### src/sv/acss_pkg.sv
// acss_pkg: shared types, codes and reset values for the adc channel scan sequencer
// no dependencies; used by the interfaces, the top level and the checker
`default_nettype none

package acss_pkg;

  // field widths
  localparam int KIND_W   = 3;
  localparam int BYTE_W   = 8;
  localparam int OKIND_W  = 2;
  localparam int CMD_W    = 11;
  localparam int CHAN_W   = 3;
  localparam int SAMPLE_W = 16;
  localparam int WORD_W   = 16;
  localparam int CFG_IDX_W = 3;

  // number of per-channel setup words held, and default sweep length
  localparam int NUM_SETUP        = 5;
  localparam int NUM_CHANNELS_DEF = 5;

  // input event codes
  localparam logic [KIND_W-1:0] EV_START   = 3'd0;
  localparam logic [KIND_W-1:0] EV_TX_FREE = 3'd1;
  localparam logic [KIND_W-1:0] EV_RX_BYTE = 3'd2;
  localparam logic [KIND_W-1:0] EV_WAIT_OK = 3'd3;
  localparam logic [KIND_W-1:0] EV_ABORT   = 3'd4;

  // result codes
  localparam logic [OKIND_W-1:0] RES_CMD    = 2'd0;
  localparam logic [OKIND_W-1:0] RES_WAIT   = 2'd1;
  localparam logic [OKIND_W-1:0] RES_SAMPLE = 2'd2;

  // bus command word flag bits
  localparam int CMD_RESTART_BIT = 10;
  localparam int CMD_STOP_BIT    = 9;
  localparam int CMD_READ_BIT    = 8;

  // register indexes
  localparam logic [CFG_IDX_W-1:0] REG_SETUP_CH0  = 3'd0;
  localparam logic [CFG_IDX_W-1:0] REG_SETUP_CH4  = 3'd4;
  localparam logic [CFG_IDX_W-1:0] REG_SETUP_PTR  = 3'd5;
  localparam logic [CFG_IDX_W-1:0] REG_RESULT_PTR = 3'd6;

  // register reset values
  localparam logic [WORD_W-1:0] SETUP_CH0_RST = 16'd34691;
  localparam logic [WORD_W-1:0] SETUP_CH1_RST = 16'd46979;
  localparam logic [WORD_W-1:0] SETUP_CH2_RST = 16'd42883;
  localparam logic [WORD_W-1:0] SETUP_CH3_RST = 16'd50051;
  localparam logic [WORD_W-1:0] SETUP_CH4_RST = 16'd58243;
  localparam logic [BYTE_W-1:0] SETUP_PTR_RST  = 8'd1;
  localparam logic [BYTE_W-1:0] RESULT_PTR_RST = 8'd0;

  // one result beat
  typedef struct packed {
    logic [OKIND_W-1:0]         out_kind;
    logic [CMD_W-1:0]           command_word;
    logic [CHAN_W-1:0]          sample_channel;
    logic signed [SAMPLE_W-1:0] sample_value;
    logic                       sweep_done;
    logic                       last;
  } result_t;

endpackage

`default_nettype wire

### src/sv/acss_event_if.sv
// acss_event_if: valid/ready channel carrying one input event beat
// depends on acss_pkg
`default_nettype none

interface acss_event_if import acss_pkg::*; ();
  logic              valid;
  logic              ready;
  logic [KIND_W-1:0] kind;
  logic [BYTE_W-1:0] rx_byte;

  modport source (output valid, output kind, output rx_byte, input ready);
  modport sink   (input valid, input kind, input rx_byte, output ready);
endinterface

`default_nettype wire

### src/sv/acss_result_if.sv
// acss_result_if: valid/ready channel carrying one result beat
// depends on acss_pkg
`default_nettype none

interface acss_result_if import acss_pkg::*; ();
  logic                       valid;
  logic                       ready;
  logic [OKIND_W-1:0]         out_kind;
  logic [CMD_W-1:0]           command_word;
  logic [CHAN_W-1:0]          sample_channel;
  logic signed [SAMPLE_W-1:0] sample_value;
  logic                       sweep_done;
  logic                       last;

  modport source (output valid, output out_kind, output command_word, output sample_channel,
                  output sample_value, output sweep_done, output last, input ready);
  modport sink   (input valid, input out_kind, input command_word, input sample_channel,
                  input sample_value, input sweep_done, input last, output ready);
endinterface

`default_nettype wire

### src/sv/adc_channel_scan_sequencer.sv
// adc_channel_scan_sequencer: i2c converter channel sweep sequencer, top level
// an accepted event's first result beat shows in the next cycle if the queue is empty
// throughput: one event per cycle while the 4-entry result queue has room for two beats;
//   results leave one beat per cycle unless stalled; a two-result event yields two beats
// reset: synchronous; clears control state and result queue, restores register defaults
// depends on acss_pkg, acss_event_if, acss_result_if
`default_nettype none

module adc_channel_scan_sequencer import acss_pkg::*; #(
  parameter int NUM_CHANNELS = NUM_CHANNELS_DEF
) (
  input  wire logic                 clk,
  input  wire logic                 rst,
  acss_event_if.sink                events,
  acss_result_if.source             results,
  input  wire logic                 wr_en,
  input  wire logic [CFG_IDX_W-1:0] wr_index,
  input  wire logic [WORD_W-1:0]    wr_data
);

  // sequencer phases
  localparam logic [2:0] PH_IDLE        = 3'd0;
  localparam logic [2:0] PH_WRITE_SETUP = 3'd1;
  localparam logic [2:0] PH_WAIT        = 3'd2;
  localparam logic [2:0] PH_WRITE_PTR   = 3'd3;
  localparam logic [2:0] PH_READ_DATA   = 3'd4;

  localparam int QDEPTH = 4;
  localparam int QPTR_W = $clog2(QDEPTH);

  // configuration registers
  logic [WORD_W-1:0] setup_word [NUM_SETUP];
  logic [BYTE_W-1:0] setup_pointer;
  logic [BYTE_W-1:0] result_pointer;

  // sequencer state
  logic [2:0]        phase, phase_next;
  logic              busy, busy_next;
  logic [CHAN_W-1:0] chan_idx, chan_idx_next;
  logic [BYTE_W-1:0] byte_buf [3];
  logic [BYTE_W-1:0] byte_buf_next [3];
  logic [1:0]        byte_pos, byte_pos_next;
  logic [1:0]        byte_cnt, byte_cnt_next;

  // result queue
  result_t           rq [QDEPTH];
  logic [QPTR_W-1:0] rq_head;
  logic [QPTR_W:0]   rq_count;
  logic [QPTR_W-1:0] rq_tail;

  // event step outputs
  logic              accept;
  logic [1:0]        n_res;
  result_t           res0, res1;
  logic              pop;

  // helpers
  logic [CHAN_W-1:0] chan_inc;
  logic [WORD_W-1:0] word_first, word_nx;
  logic [1:0]        pos_inc, pos_rx;
  logic              done;
  logic              stop;

  assign accept  = events.valid && events.ready;
  assign events.ready = (rq_count <= (QPTR_W+1)'(QDEPTH - 2));
  assign pop     = results.valid && results.ready;
  assign rq_tail = rq_head + rq_count[QPTR_W-1:0];

  assign chan_inc   = chan_idx + 1'b1;
  assign word_first = setup_word[0];
  assign word_nx    = (chan_inc < CHAN_W'(NUM_SETUP)) ? setup_word[chan_inc] : '0;
  assign pos_inc    = byte_pos + 1'b1;
  assign done       = (4'(chan_idx) + 4'd1) >= 4'(NUM_CHANNELS);
  assign stop       = (pos_inc == byte_cnt) && (phase != PH_WRITE_PTR);

  // per-event sequencing
  always_comb begin
    phase_next    = phase;
    busy_next     = busy;
    chan_idx_next = chan_idx;
    byte_buf_next = byte_buf;
    byte_pos_next = byte_pos;
    byte_cnt_next = byte_cnt;
    pos_rx        = byte_pos;
    n_res         = 2'd0;
    res0          = '0;
    res1          = '0;
    if (accept) begin
      unique case (events.kind)
        EV_START: begin
          if (!busy) begin
            busy_next        = 1'b1;
            chan_idx_next    = '0;
            byte_buf_next[0] = setup_pointer;
            byte_buf_next[1] = word_first[15:8];
            byte_buf_next[2] = word_first[7:0];
            byte_pos_next    = 2'd0;
            byte_cnt_next    = 2'd3;
            phase_next       = PH_WRITE_SETUP;
          end
        end
        EV_TX_FREE: begin
          if (phase == PH_WRITE_SETUP || phase == PH_WRITE_PTR) begin
            if (byte_pos < byte_cnt && byte_pos < 2'd3) begin
              // send the next buffered byte
              res0.out_kind                   = RES_CMD;
              res0.command_word[BYTE_W-1:0]   = byte_buf[byte_pos];
              res0.command_word[CMD_STOP_BIT] = stop;
              res0.last                       = 1'b1;
              byte_pos_next                   = pos_inc;
              n_res                           = 2'd1;
            end else if (phase == PH_WRITE_SETUP) begin
              phase_next    = PH_WAIT;
              res0.out_kind = RES_WAIT;
              res0.last     = 1'b1;
              n_res         = 2'd1;
            end else begin
              // restart read, then stop read
              phase_next    = PH_READ_DATA;
              byte_pos_next = 2'd0;
              byte_cnt_next = 2'd2;
              res0.out_kind = RES_CMD;
              res0.command_word[CMD_RESTART_BIT] = 1'b1;
              res0.command_word[CMD_READ_BIT]    = 1'b1;
              res1.out_kind = RES_CMD;
              res1.command_word[CMD_STOP_BIT]    = 1'b1;
              res1.command_word[CMD_READ_BIT]    = 1'b1;
              res1.last     = 1'b1;
              n_res         = 2'd2;
            end
          end
        end
        EV_RX_BYTE: begin
          if (phase == PH_READ_DATA) begin
            if (byte_pos < byte_cnt && byte_pos < 2'd2) begin
              byte_buf_next[byte_pos] = events.rx_byte;
              pos_rx                  = pos_inc;
            end
            byte_pos_next = pos_rx;
            if (pos_rx >= byte_cnt) begin
              res0.out_kind       = RES_SAMPLE;
              res0.sample_channel = chan_idx;
              res0.sample_value   = {byte_buf_next[0], byte_buf_next[1]};
              res0.sweep_done     = done;
              res0.last           = 1'b1;
              n_res               = 2'd1;
              chan_idx_next       = chan_inc;
              if (!done) begin
                byte_buf_next[0] = setup_pointer;
                byte_buf_next[1] = word_nx[15:8];
                byte_buf_next[2] = word_nx[7:0];
                byte_pos_next    = 2'd0;
                byte_cnt_next    = 2'd3;
                phase_next       = PH_WRITE_SETUP;
              end else begin
                busy_next  = 1'b0;
                phase_next = PH_IDLE;
              end
            end
          end
        end
        EV_WAIT_OK: begin
          if (phase == PH_WAIT) begin
            byte_buf_next[0] = result_pointer;
            byte_pos_next    = 2'd0;
            byte_cnt_next    = 2'd1;
            phase_next       = PH_WRITE_PTR;
          end
        end
        EV_ABORT: begin
          busy_next  = 1'b0;
          phase_next = PH_IDLE;
        end
        default: begin
        end
      endcase
    end
  end

  // control state and configuration
  always_ff @(posedge clk) begin
    if (rst) begin
      phase          <= PH_IDLE;
      busy           <= 1'b0;
      chan_idx       <= '0;
      byte_pos       <= '0;
      byte_cnt       <= '0;
      setup_word[0]  <= SETUP_CH0_RST;
      setup_word[1]  <= SETUP_CH1_RST;
      setup_word[2]  <= SETUP_CH2_RST;
      setup_word[3]  <= SETUP_CH3_RST;
      setup_word[4]  <= SETUP_CH4_RST;
      setup_pointer  <= SETUP_PTR_RST;
      result_pointer <= RESULT_PTR_RST;
    end else begin
      phase    <= phase_next;
      busy     <= busy_next;
      chan_idx <= chan_idx_next;
      byte_pos <= byte_pos_next;
      byte_cnt <= byte_cnt_next;
      if (wr_en) begin
        if (wr_index <= REG_SETUP_CH4) begin
          setup_word[wr_index - REG_SETUP_CH0] <= wr_data;
        end else if (wr_index == REG_SETUP_PTR) begin
          setup_pointer <= wr_data[BYTE_W-1:0];
        end else if (wr_index == REG_RESULT_PTR) begin
          result_pointer <= wr_data[BYTE_W-1:0];
        end
      end
    end
  end

  // byte buffer, no reset
  always_ff @(posedge clk) begin
    byte_buf <= byte_buf_next;
  end

  // result queue pointers
  always_ff @(posedge clk) begin
    if (rst) begin
      rq_head  <= '0;
      rq_count <= '0;
    end else begin
      rq_head  <= rq_head + QPTR_W'(pop);
      rq_count <= rq_count + (QPTR_W+1)'(n_res) - (QPTR_W+1)'(pop);
    end
  end

  // result queue payload
  always_ff @(posedge clk) begin
    if (n_res != 2'd0) begin
      rq[rq_tail] <= res0;
    end
    if (n_res == 2'd2) begin
      rq[rq_tail + 1'b1] <= res1;
    end
  end

  // result beat out of the queue head
  assign results.valid          = (rq_count != '0);
  assign results.out_kind       = rq[rq_head].out_kind;
  assign results.command_word   = rq[rq_head].command_word;
  assign results.sample_channel = rq[rq_head].sample_channel;
  assign results.sample_value   = rq[rq_head].sample_value;
  assign results.sweep_done     = rq[rq_head].sweep_done;
  assign results.last           = rq[rq_head].last;

endmodule

`default_nettype wire

### src/flat_wrapper.sv
// flat-port wrapper written by rule: the top's interface ports become plain ports
module adc_channel_scan_sequencer_flat import acss_pkg::*;
#(
  parameter int NUM_CHANNELS = NUM_CHANNELS_DEF
)
  (clk, rst, wr_en, wr_index, wr_data, events_valid, events_kind, events_rx_byte, events_ready, results_valid, results_out_kind, results_command_word, results_sample_channel, results_sample_value, results_sweep_done, results_last, results_ready);
  acss_event_if events_i ();
  acss_result_if results_i ();
  input  wire logic clk;
  input  wire logic rst;
  input  wire logic wr_en;
  input  wire logic [CFG_IDX_W-1:0] wr_index;
  input  wire logic [WORD_W-1:0] wr_data;
  input wire logic [$bits(events_i.valid)-1:0] events_valid;
  input wire logic [$bits(events_i.kind)-1:0] events_kind;
  input wire logic [$bits(events_i.rx_byte)-1:0] events_rx_byte;
  output wire logic [$bits(events_i.ready)-1:0] events_ready;
  output wire logic [$bits(results_i.valid)-1:0] results_valid;
  output wire logic [$bits(results_i.out_kind)-1:0] results_out_kind;
  output wire logic [$bits(results_i.command_word)-1:0] results_command_word;
  output wire logic [$bits(results_i.sample_channel)-1:0] results_sample_channel;
  output wire logic [$bits(results_i.sample_value)-1:0] results_sample_value;
  output wire logic [$bits(results_i.sweep_done)-1:0] results_sweep_done;
  output wire logic [$bits(results_i.last)-1:0] results_last;
  input wire logic [$bits(results_i.ready)-1:0] results_ready;
  assign events_i.valid = events_valid;
  assign events_i.kind = events_kind;
  assign events_i.rx_byte = events_rx_byte;
  assign events_ready = events_i.ready;
  assign results_valid = results_i.valid;
  assign results_out_kind = results_i.out_kind;
  assign results_command_word = results_i.command_word;
  assign results_sample_channel = results_i.sample_channel;
  assign results_sample_value = results_i.sample_value;
  assign results_sweep_done = results_i.sweep_done;
  assign results_last = results_i.last;
  assign results_i.ready = results_ready;
  adc_channel_scan_sequencer #(.NUM_CHANNELS(NUM_CHANNELS)) u_core (.clk(clk), .rst(rst), .events(events_i), .results(results_i), .wr_en(wr_en), .wr_index(wr_index), .wr_data(wr_data));
endmodule
### config.mk
export PLATFORM = sky130hd
export DESIGN_NAME = adc_channel_scan_sequencer_flat
export DESIGN_NICKNAME = d
export VERILOG_FILES = /design/src/sv/acss_pkg.sv /design/src/sv/acss_event_if.sv /design/src/sv/acss_result_if.sv /design/src/sv/adc_channel_scan_sequencer.sv /design/src/flat_wrapper.sv
export SDC_FILE = /design/constraint.sdc
export NUM_CORES = 1
export LEC_CHECK = 0
export BUFFER_PORTS_ARGS = -buffer_cell sky130_fd_sc_hd__buf_2
export CAP_MARGIN = 20
export CORE_MARGIN = 3
export CORE_UTILIZATION = 60
export CTS_CLUSTER_SIZE = 25
export DETAILED_ROUTE_END_ITERATION = 7
export MAX_ROUTING_LAYER = met4
export PLACE_DENSITY = 0.86
export SETUP_SLACK_MARGIN = 0.4
export SYNTH_ARGS = -nofsm -noshare
export SYNTH_HDL_FRONTEND = slang
export SYNTH_SLANG_ARGS = --single-unit
### constraint.sdc
create_clock -name clk -period 4.4 [get_ports clk]
set_clock_uncertainty 0.2 [all_clocks]
set_input_delay 0.88 -clock clk [delete_from_list [all_inputs] [get_ports clk]]
set_output_delay 0.88 -clock clk [all_outputs]
set_load 0.02 [all_outputs]
* Word-level counts from Yosys, hierarchy flattened *
Memories as Yosys holds them, arrays and structs flattened. A register that Yosys moved wholly into a read port is not among the register bits.
Cells that the tools add are included.

storage, ports and cells
  logic and storage cells = 185
  output and inout bits = 36
  bits of input ports = 35
  bits in writable memories = 216
  memories = 2
  register bits = 56

memories
  name               depth  width  read ports  clocked after Yosys merged registers in  wr ports  RTL line                          RTL
  u_core.rq          4      34     1           1                                        2         adc_channel_scan_sequencer.sv:46  result_t rq [QDEPTH];
  u_core.setup_word  5      16     2           0                                        5         adc_channel_scan_sequencer.sv:32  logic [WORD_W-1:0] setup_word [NUM_SETUP];

cells by class
  order comparisons = 10
  bitwise gates (word level) = 3
  equality and inequality tests = 23
  mux-type cells = 102
  add/sub/neg operators = 8
  reduce and logical (&&, ||, !) cells = 25

operators with widths
  kind                                                   count
  2-to-1 mux 24 bit                                      5
  2-to-1 mux 2 bit                                       34
  2-to-1 mux 21 bit                                      2
  2-to-1 mux 8 bit                                       5
  2-to-1 mux 34 bit                                      1
  2-to-1 mux 3 bit                                       11
  2-to-1 mux 16 bit                                      2
  case mux 16 bit (2 select lines)                       1
  2-to-1 mux 1 bit                                       26
  bitwise mux 24 bit                                     1
  case mux 8 bit (3 select lines)                        1
  2-to-1 mux 20 bit                                      1
  binary-select mux 8 bit (select 2 bit)                 1
  demux 8 bit (select 2 bit)                             1
  case mux 2 bit (4 select lines)                        2
  OR reduction 16 bit                                    1
  case mux 3 bit (5 select lines)                        1
  AND reduction 5 bit                                    3
  2-to-1 mux 13 bit                                      1
  == test 3 x 2 -> 1 bit, second input constant          4
  == test 3 bit, second input constant                   4
  2-to-1 mux 11 bit                                      1
  inequality test 2 x 1 -> 1 bit, second input constant  5
  AND reduction 10 bit                                   1
  other kinds (39)                                       56

* Depth between registers and ports, before layout *
Gate-level depths: netlist of the first run.

  depth in word-level cells = 14
  gate-level depth with buffers = 18
  gate-level depth less buffers = 14

* Worst setup path after synthesis of the first run *
No wires, ideal clock.

  kind = reg-to-reg
  from = register u_core.byte_pos[0]
  to = register u_core.rq_count[2]
  arrival time = 3.434 ns
  period minus slack after synthesis = 3.761 ns
  path buffers = 4
  setup time = 0.128 ns
  required time = 4.072 ns
  slack = 0.639 ns
  cell stages (with the launch flop) = 19
  path through = dfxtp_1 clkbuf_1 inv_1 ha_1 nand2b_1 clkbuf_1 nand2_1 xnor2_1 ha_1 nand2b_1 a21oi_1 or3_1 buf_2 buf_2 o21ai_0 ha_1 fa_1 xnor2_1 nor2_1

on the way
  cells in the longest elaborated chain, start to end = 13
  elaborated cells between the ends (all ways) = 19
  classes of those cells = add/sub (3); order compare (4); mux (10); reduce/logical (2)

RTL lines
  what                                                  RTL line                                                              RTL
  from (decl)                                           adc_channel_scan_sequencer.sv:42                                      logic [1:0] byte_pos, byte_pos_next;
  from (signal assigned)                                adc_channel_scan_sequencer.sv:199                                     byte_pos <= byte_pos_next;
  less-than comparator 2 bit, on equally long branches  adc_channel_scan_sequencer.sv:104, adc_channel_scan_sequencer.sv:135
  logical AND 1 bit                                     adc_channel_scan_sequencer.sv:135                                     if (byte_pos < byte_cnt && byte_pos < 2'd2) begin
  2-to-1 mux 2 bit                                      adc_channel_scan_sequencer.sv:135
  2-to-1 mux 2 bit                                      adc_channel_scan_sequencer.sv:134                                     if (phase == PH_READ_DATA) begin
  2-to-1 mux 2 bit                                      adc_channel_scan_sequencer.sv:89                                      unique case (events.kind)
  2-to-1 mux 2 bit                                      adc_channel_scan_sequencer.sv:88                                      if (accept) begin
  >= comparator 2 bit                                   adc_channel_scan_sequencer.sv:140                                     if (pos_rx >= byte_cnt) begin
  2-to-1 mux 1 bit                                      adc_channel_scan_sequencer.sv:140
  2-to-1 mux 2 bit                                      adc_channel_scan_sequencer.sv:134
  case mux 2 bit (2 select lines) *                     adc_channel_scan_sequencer.sv:89
  2-to-1 mux 2 bit *                                    adc_channel_scan_sequencer.sv:88
  adder 3 x 2 -> 3 bit *                                adc_channel_scan_sequencer.sv:225                                     rq_count <= rq_count + (QPTR_W+1)'(n_res) - (QPTR_W+1)'(pop);
  subtractor 3 x 1 -> 3 bit *                           adc_channel_scan_sequencer.sv:225
  to (signal assigned)                                  adc_channel_scan_sequencer.sv:225
  to (decl)                                             adc_channel_scan_sequencer.sv:48                                      logic [QPTR_W:0] rq_count;

Mark *: on every way between the ends. The rest lies on a longest branch, timed or not. The select of a mux whose other input is x is not followed.
A chain may end at the register's enable or synchronous reset.

==> results of run 1 <==
-- synth_stat cells, drive strengths merged (4+ instances only) --
library cell	instances	area, sq um
a21oi	69	360
a221o	4	40.0
a22o	5	43.8
a22oi	8	60.1
a2bb2oi	14	123
a31o	4	35.0
a31oi	5	58.8
and2	44	278
and3	11	78.8
buf	42	228
clkbuf	41	154
dfxtp	156	3120
edfxtp	161	4830
ha	15	188
inv	14	52.6
mux2	9	101
mux2i	39	390
mux4	65	1470
nand2	84	315
nand2b	36	225
nand3	22	110
nand4	29	181
nor2	41	154
nor2b	15	93.8
nor3	16	85.1
nor3b	6	61.3
o21ai	59	295
o221ai	15	131
o22a	69	617
o31ai	7	52.6
or2	5	31.3
or3	13	81.3
-- power by group through the flow --
stage | Sequential, mW | Combinational [mW] | Clock [mW]
final | 3.60 | 1.72 | 2.68
after global routing | 3.63 | 1.84 | 2.81
after CTS | 3.60 | 1.71 | 2.69
after detailed placement | 3.65 | 1.70 | 0
after global placement | 3.63 | 1.65 | 0
after floorplan | 3.59 | 1.27 | 0
-- final cells by class --
| class | count | area, sq um |
|---|---|---|
| Tap cell | 319 | 399 |
| Timing Repair Buffer | 105 | 613 |
| Sequential cell | 317 | 7960 |
| Clock buffer | 40 | 830 |
| Multi-Input combinational cell | 797 | 6260 |
| Clock inverter | 17 | 195 |
| Fill cell | 1630 | 7220 |
| Inverter | 15 | 56.3 |
-- stage by stage --
stage	util, %	power (mW)
after floorplan	-	4.86
after global placement	64.9	5.28
after detailed placement	64.9	5.35
after CTS	69.3	8.00
after global routing	69.3	8.28
final	69.3	8.00
-- critical path: cells and delay by family (launching register included) --
family	cells	cell delay, ns
adder cells (fa/ha/maj)	2	0.49
AND/OR/NAND/NOR	5	0.89
XOR/XNOR	1	0.08
buffers and inverters	3	0.79
AO/OA/AOI/OAI	2	0.42
flip-flops	1	0.53
-- metal layers --
metal	up-vias	share of wire, %	global-route usage (%)
met1	5105	40	37.7
met4	0	2.9	8.96
met2	572	49	47.1
li1	4654	-	-
met3	84	7.9	3.54
met5	-	0	-
-- flip-flops by register name (all words and copies together) (netlist names), 3 cells and up --
signal                 cells
u_core.rq_count            3
u_core.byte_buf           24
u_core.result_pointer      8
u_core.phase               3
u_core.rq                136
u_core.setup_pointer       8
u_core.setup_word        125
u_core.chan_idx            3
-- final timing paths --
check,from,depth (start not counted),end,slack (ns)
worst max-delay path,u_core.byte_pos[0]$_SDFFE_PP0P_,13,u_core.rq[0][0]$_DFFE_PP_,0.67
worst min-delay path,u_core.rq[0][31]$_SDFFE_PP0P_,2,u_core.rq[0][31]$_SDFFE_PP0P_,0.26
worst max register to register,u_core.byte_pos[0]$_SDFFE_PP0P_,13,u_core.rq[0][0]$_DFFE_PP_,0.67
worst min register to register,u_core.rq[0][31]$_SDFFE_PP0P_,2,u_core.rq[0][31]$_SDFFE_PP0P_,0.26
-- what timing repair did --
item                                    CTS  global route
gates resized for setup                   0             2
endpoints found under the setup margin    0            54
hold buffers                              0             0
-- logic make-up (layout without fill, tap and decap cells) --
logic type | after synthesis | after routing | synth area share [%]
and+or+nand+nor | 337 | 337 | 12.6
DFF | 317 | 317 | 55.1
AOI/OAI and AO/OA | 279 | 279 | 13.8
muxes | 113 | 113 | 13.6
buffers and inverters | 98 | 177 | 3.03
adders and majority gates | 16 | 16 | 1.44
xor gates and xnor gates | 7 | 7 | 0.528
other | 1 | 45 | 0.0259
==> summary.txt, run 1 <==
Power and ir drop
  • P_leak: 5.92 nW
  • VDD IR max: 311 uV
  • Clock Power Share: 33.5%
  • Sw Ratio: 28.6%
  • Pwr per Cell Area: 490 nW/um^2
  • Int Power: 5.71 mW
  • P_sw: 2.29 mW
  • Comb pwr share: 21.5%
  • Seq pwr share: 45.0%

CTS
  • CTS root buffer: clkbuf_16
  • Clk Latency, worst-skew pair: 0.55 ns
  • Post-CTS setup buffers: 0
  • Htree depth: 1
  • CTS Sinks: 317
  • CTS tree: yes
  • CTS buffer count: 31
  • Maximum clock path buffer count: 3
  • Clk pin slew, worst setup/hold paths: 0.07 ns

Critical path
  • CP Launch Type: register
  • Slowest CP cell: dfxtp_2
  • Worst Path Arrival: 3.78 ns
  • Worst-path maximum fanout: 37
  • WP data required: 4.45 ns
  • Worst-path cell chain: inv_1 -> ha_1 -> nand2b_1 -> nand2_1 -> xnor2_1 -> ha_1 -> nand2b_1 -> a21oi_1 -> buf_4 -> o22ai_4 -> buf_4 -> nand3_1 -> nand2_1
  • Setup CP Type: reg2reg
  • Critical Path End Type: register
  • Max incr delay on CP: 0.53 ns

Floorplan
  • Chip Width: 161 um
  • Total I/O pin count: 71
  • Die Ht: 161 um
  • Initial core utilization: 61.4%
  • Die area: 26000 sq um
  • Row count: 56
  • Area of the core: 23500 sq um

Yosys
  • Mapped Area: 14500 sq um
  • Synthesized area per cell: 12.4 sq um
  • Synthesized netlist cell count: 1168
  • Sequential area share after synthesis: 55.1%
  • Yosys reg bits: 317
  • Post-synth EDFFs: 161
  • Yosys cell types: 79
  • FFs w/ async S/R, synth: 0%
  • Warnings, synthesis: 0
  • Ys flop type: edfxtp_1

Run status
  • Status: finished clean

GRT
  • Global Route Usage Sum: 28.6%
  • Vias in the first global route: 10394
  • First-pass GRT wire length: 57400 um
  • Initial antenna violation count: 0
  • Largest net degree at the start of global routing: 41
  • Remaining Overflow, GRT: 0

Timing
  • Max Freq: 0.268 GHz
  • Final setup violation count: 0
  • Setup total negative slack: 0 ns
  • Slew HR: 28.8%
  • RSZ-0062 raised after global routing: false
  • Hold_ws: 0.261 ns
  • Tmin final: 3.73 ns
  • Max Slew Vio Count: 0
  • PnR worst setup slack: 0.666 ns
  • Worst-Margin Slew: 1.07 ns
  • Final Hold Viols: 0
  • Post-route clock period utilization: 84.9%

Cells and area
  • Most common cell after layout, fill and taps aside: edfxtp_1
  • Final nets: 1318
  • Fraction of layout cells with a size suffix above 1: 20.8%
  • Layout area overhead: 12.9%
  • Layout Cells excl Fill: 1610
  • Most frequent cells in the layout: edfxtp_1 (161), dfxtp_1 (153), nand2_1 (84)
  • Final instance area: 16300 sq um
  • Antenna cells: 0

Place
  • Post-DP HPWL: 23800 um
  • Count of input and output buffers: 70
  • Dpl cells: 1553
  • Placed Area: 15300 sq um
  • Routability cong.: 0.926
  • Pre-CTS setup slack: 0.474 ns

Drt
  • Detailed-route DRC error count: 0
  • Starting DRT DRC Count: 1220
  • DR vias: 10415
  • Post-DRT Antenna Nets: 0
  • Post-Route WL: 36200 um
  • Vias per cell: 6.47
  • First-pass DRT Iterations: 7
  • Wirelength per Cell: 22.5 um

Run
  • Max-Cap Viols: 0

Hold path
  • Worst hold path type: reg2reg
Note: power is estimated with default switching activity, not from simulation.
==> run 2, diff against run 1 <==
- clock period: 4.4 -> 3.91 ns (I/O delays scaled with it)
==> summary.txt, run 2 (synthesized netlist as in run 1, its figures left out) <==
CTS
  • CTS buffer count: 35 (+13%)
  • Maximum clock path buffer count: 3 (unchanged)
  • CTS root buffer: clkbuf_16
  • Clk pin slew, worst setup/hold paths: 0.06 ns (about the same)
  • Cts hold-fix bufs: 0 (unchanged)
  • CTS tree: yes
  • Clk Latency, worst-skew pair: 0.52 ns (-0.03 ns)
  • Htree depth: 2 (+1)
  • Post-CTS setup buffers: 0 (unchanged)
  • CTS Sinks: 317 (unchanged)

Timing
  • Max Freq: 0.297 GHz (+11%)
  • Slew HR: 38.6% (+9.8 points)
  • Hold_ws: 0.257 ns (-0.00362 ns)
  • Setup total negative slack: 0 ns (unchanged)
  • Tmin final: 3.36 ns (-0.370 ns)
  • Worst-Margin Slew: 0.921 ns (-0.146 ns)
  • Final setup violation count: 0 (unchanged)
  • RSZ-0062 raised after global routing: false
  • Post-route clock period utilization: 86.0% (+1.2 points)
  • Final Hold Viols: 0 (unchanged)
  • Max Slew Vio Count: 0 (unchanged)

GRT
  • Initial antenna violation count: 0 (unchanged)
  • Vias in the first global route: 10462 (+0.65%)
  • Global Route Usage Sum: 28.7% (+0.070 points)
  • Largest net degree at the start of global routing: 43 (+4.9%)
  • Remaining Overflow, GRT: 0 (unchanged)
  • First-pass GRT wire length: 57500 um (+0.24%)

Critical path
  • Worst-path maximum fanout: 20 (-46%)
  • Flop2flop setup slack: 0.55 ns (-0.12 ns)
  • CP Launch Type: register
  • Capture point of the worst reg-to-reg path: u_core.rq[1][19]$_SDFFE_PP0P_
  • Critical Path End Type: register
  • Setup CP Type: reg2reg
  • Worst r2r src: u_core.byte_cnt[1]$_SDFFE_PP0P_
  • R2R depth: 12 (-1)
  • Worst Path Arrival: 3.59 ns (-0.19 ns)
  • WP data required: 4.14 ns (-0.31 ns)

Place
  • Routability cong.: 0.934 (+0.83%)
  • Dpl cells: 1556 (+0.19%)
  • Count of input and output buffers: 70 (unchanged)
  • Placed Area: 15300 sq um (+0.23%)
  • Post-DP HPWL: 24000 um (+0.53%)

Hold path
  • Hold path depth: 2 (unchanged)
  • Hold_sp: u_core.setup_pointer[6]$_SDFFE_PP0P_
  • Worst hold path type: reg2reg
  • Hold Path End: u_core.setup_pointer[6]$_SDFFE_PP0P_

Power and ir drop
  • Pwr per Cell Area: 569 nW/um^2 (+16%)
  • VDD IR max: 441 uV (+42%)
  • P_leak: 6.05 nW (+2.2%)

Floorplan
  • Die Ht: 161 um (unchanged)
  • Row count: 56 (unchanged)
  • Area of the core: 23500 sq um (unchanged)
  • Chip Width: 161 um (unchanged)
  • Total I/O pin count: 71 (unchanged)
  • Die area: 26000 sq um (unchanged)
  • Initial core utilization: 61.4% (unchanged)

Run status
  • Status: finished clean

Drt
  • Starting DRT DRC Count: 1265 (+3.7%)
  • Post-DRT Antenna Nets: 0 (unchanged)
  • Vias per cell: 6.50 (+0.50%)
  • Wirelength per Cell: 22.4 um (-0.32%)
  • DR vias: 10532 (+1.1%)
  • Post-Route WL: 36300 um (+0.30%)
  • Detailed-route DRC error count: 0 (unchanged)
  • First-pass DRT Iterations: 5 (-2)

Cells and area
  • Most frequent cells in the layout: edfxtp_1 (161), dfxtp_1 (153), nand2_1 (83)
  • Largest register by flop count: u_core.rq
  • Antenna cells: 0 (unchanged)
  • Most common cell after layout, fill and taps aside: edfxtp_1
  • Fraction of layout cells with a size suffix above 1: 22.2% (+1.4 points)
  • Layout area overhead: 14.6%
  • Final instance area: 16600 sq um (+1.5%)
  • Max reg flops: 136 (unchanged)
  • Final nets: 1325 (+0.53%)
  • Layout Cells excl Fill: 1620 (+0.62%)
  • Biggest regs: u_core.rq (136), u_core.setup_word (125), u_core.byte_buf (24)

Run
  • Max-Cap Viols: 0 (unchanged)
run 2: per-layer routing:
layer | routed length, um | up-vias | track usage [%]
met5 | 0 | - | -
met4 | 1030 | 0 | 9.43
met3 | 2720 | 86 | 4.49
met2 | 18300 | 508 | 47.8
met1 | 14200 | 5253 | 36.5
li1 | - | 4685 | -
run 2: repair_timing:
action / 4_1_cts / 5_1_grt
setup endpoints to repair: 23 / 66
pin swaps: 0 / 1
resized for setup: 2 / 7
gates cloned: 0 / 0
run 2: layout make-up:
class                   count  area, sq um
inverters                  15         57.6
well taps                 319          399
flip-flops and latches    317         7960
multi-input cells         797         6280
clock buffers              48         1020
repair buffers            108          648
fillers                  1581         6980
clock inverters            16          208
run 2: worst max path at each step:
stage	startpoint	endpoint	slack, ns	cells past startpoint
CTS	u_core.byte_cnt[1]$_SDFFE_PP0P_	u_core.rq_count[2]$_SDFF_PP0_	0.44	15
finish	u_core.byte_cnt[1]$_SDFFE_PP0P_	u_core.rq[1][19]$_SDFFE_PP0P_	0.55	12
global route	u_core.byte_cnt[1]$_SDFFE_PP0P_	u_core.rq_count[1]$_SDFF_PP0_	0.39	14
detailed placement	u_core.byte_pos[1]$_SDFFE_PP0P_	u_core.rq_count[2]$_SDFF_PP0_	0.41	13
global placement	u_core.byte_pos[1]$_SDFFE_PP0P_	u_core.rq_count[2]$_SDFF_PP0_	0.51	13
floorplan	u_core.byte_pos[0]$_SDFFE_PP0P_	u_core.rq_count[2]$_SDFF_PP0_	0.37	18
run 2: power breakdown:
| part | switching [mW] | internal (mW) |
|---|---|---|
| registers | 0.216 | 3.87 |
| logic | 1.12 | 0.807 |
| clock network | 1.32 | 2.10 |
| total | 2.65 | 6.77 |
run 2: critical path, cell delays in order (launching register included):
cell       delay (ns)
dfxtp_1          0.37
inv_1            0.08
ha_1             0.34
nand2b_4         0.12
nand2_2          0.08
xnor2_1          0.13
ha_1             0.27
nand2b_1         0.15
a21oi_2          0.08
buf_4            0.16
o22ai_4          0.25
and3_1           0.83
a2bb2oi_1        0.23
run 2: through the flow:
step / setup WS, ns / utilization (%) / power [mW]
finish: 0.546 / 70.4 / 9.43
global route: 0.394 / 70.4 / 9.75
CTS: 0.445 / 70.3 / 9.43
detailed placement: 0.408 / 65.1 / 6.02
global placement: 0.507 / 65.1 / 5.94
floorplan: 0.371 / - / 5.47
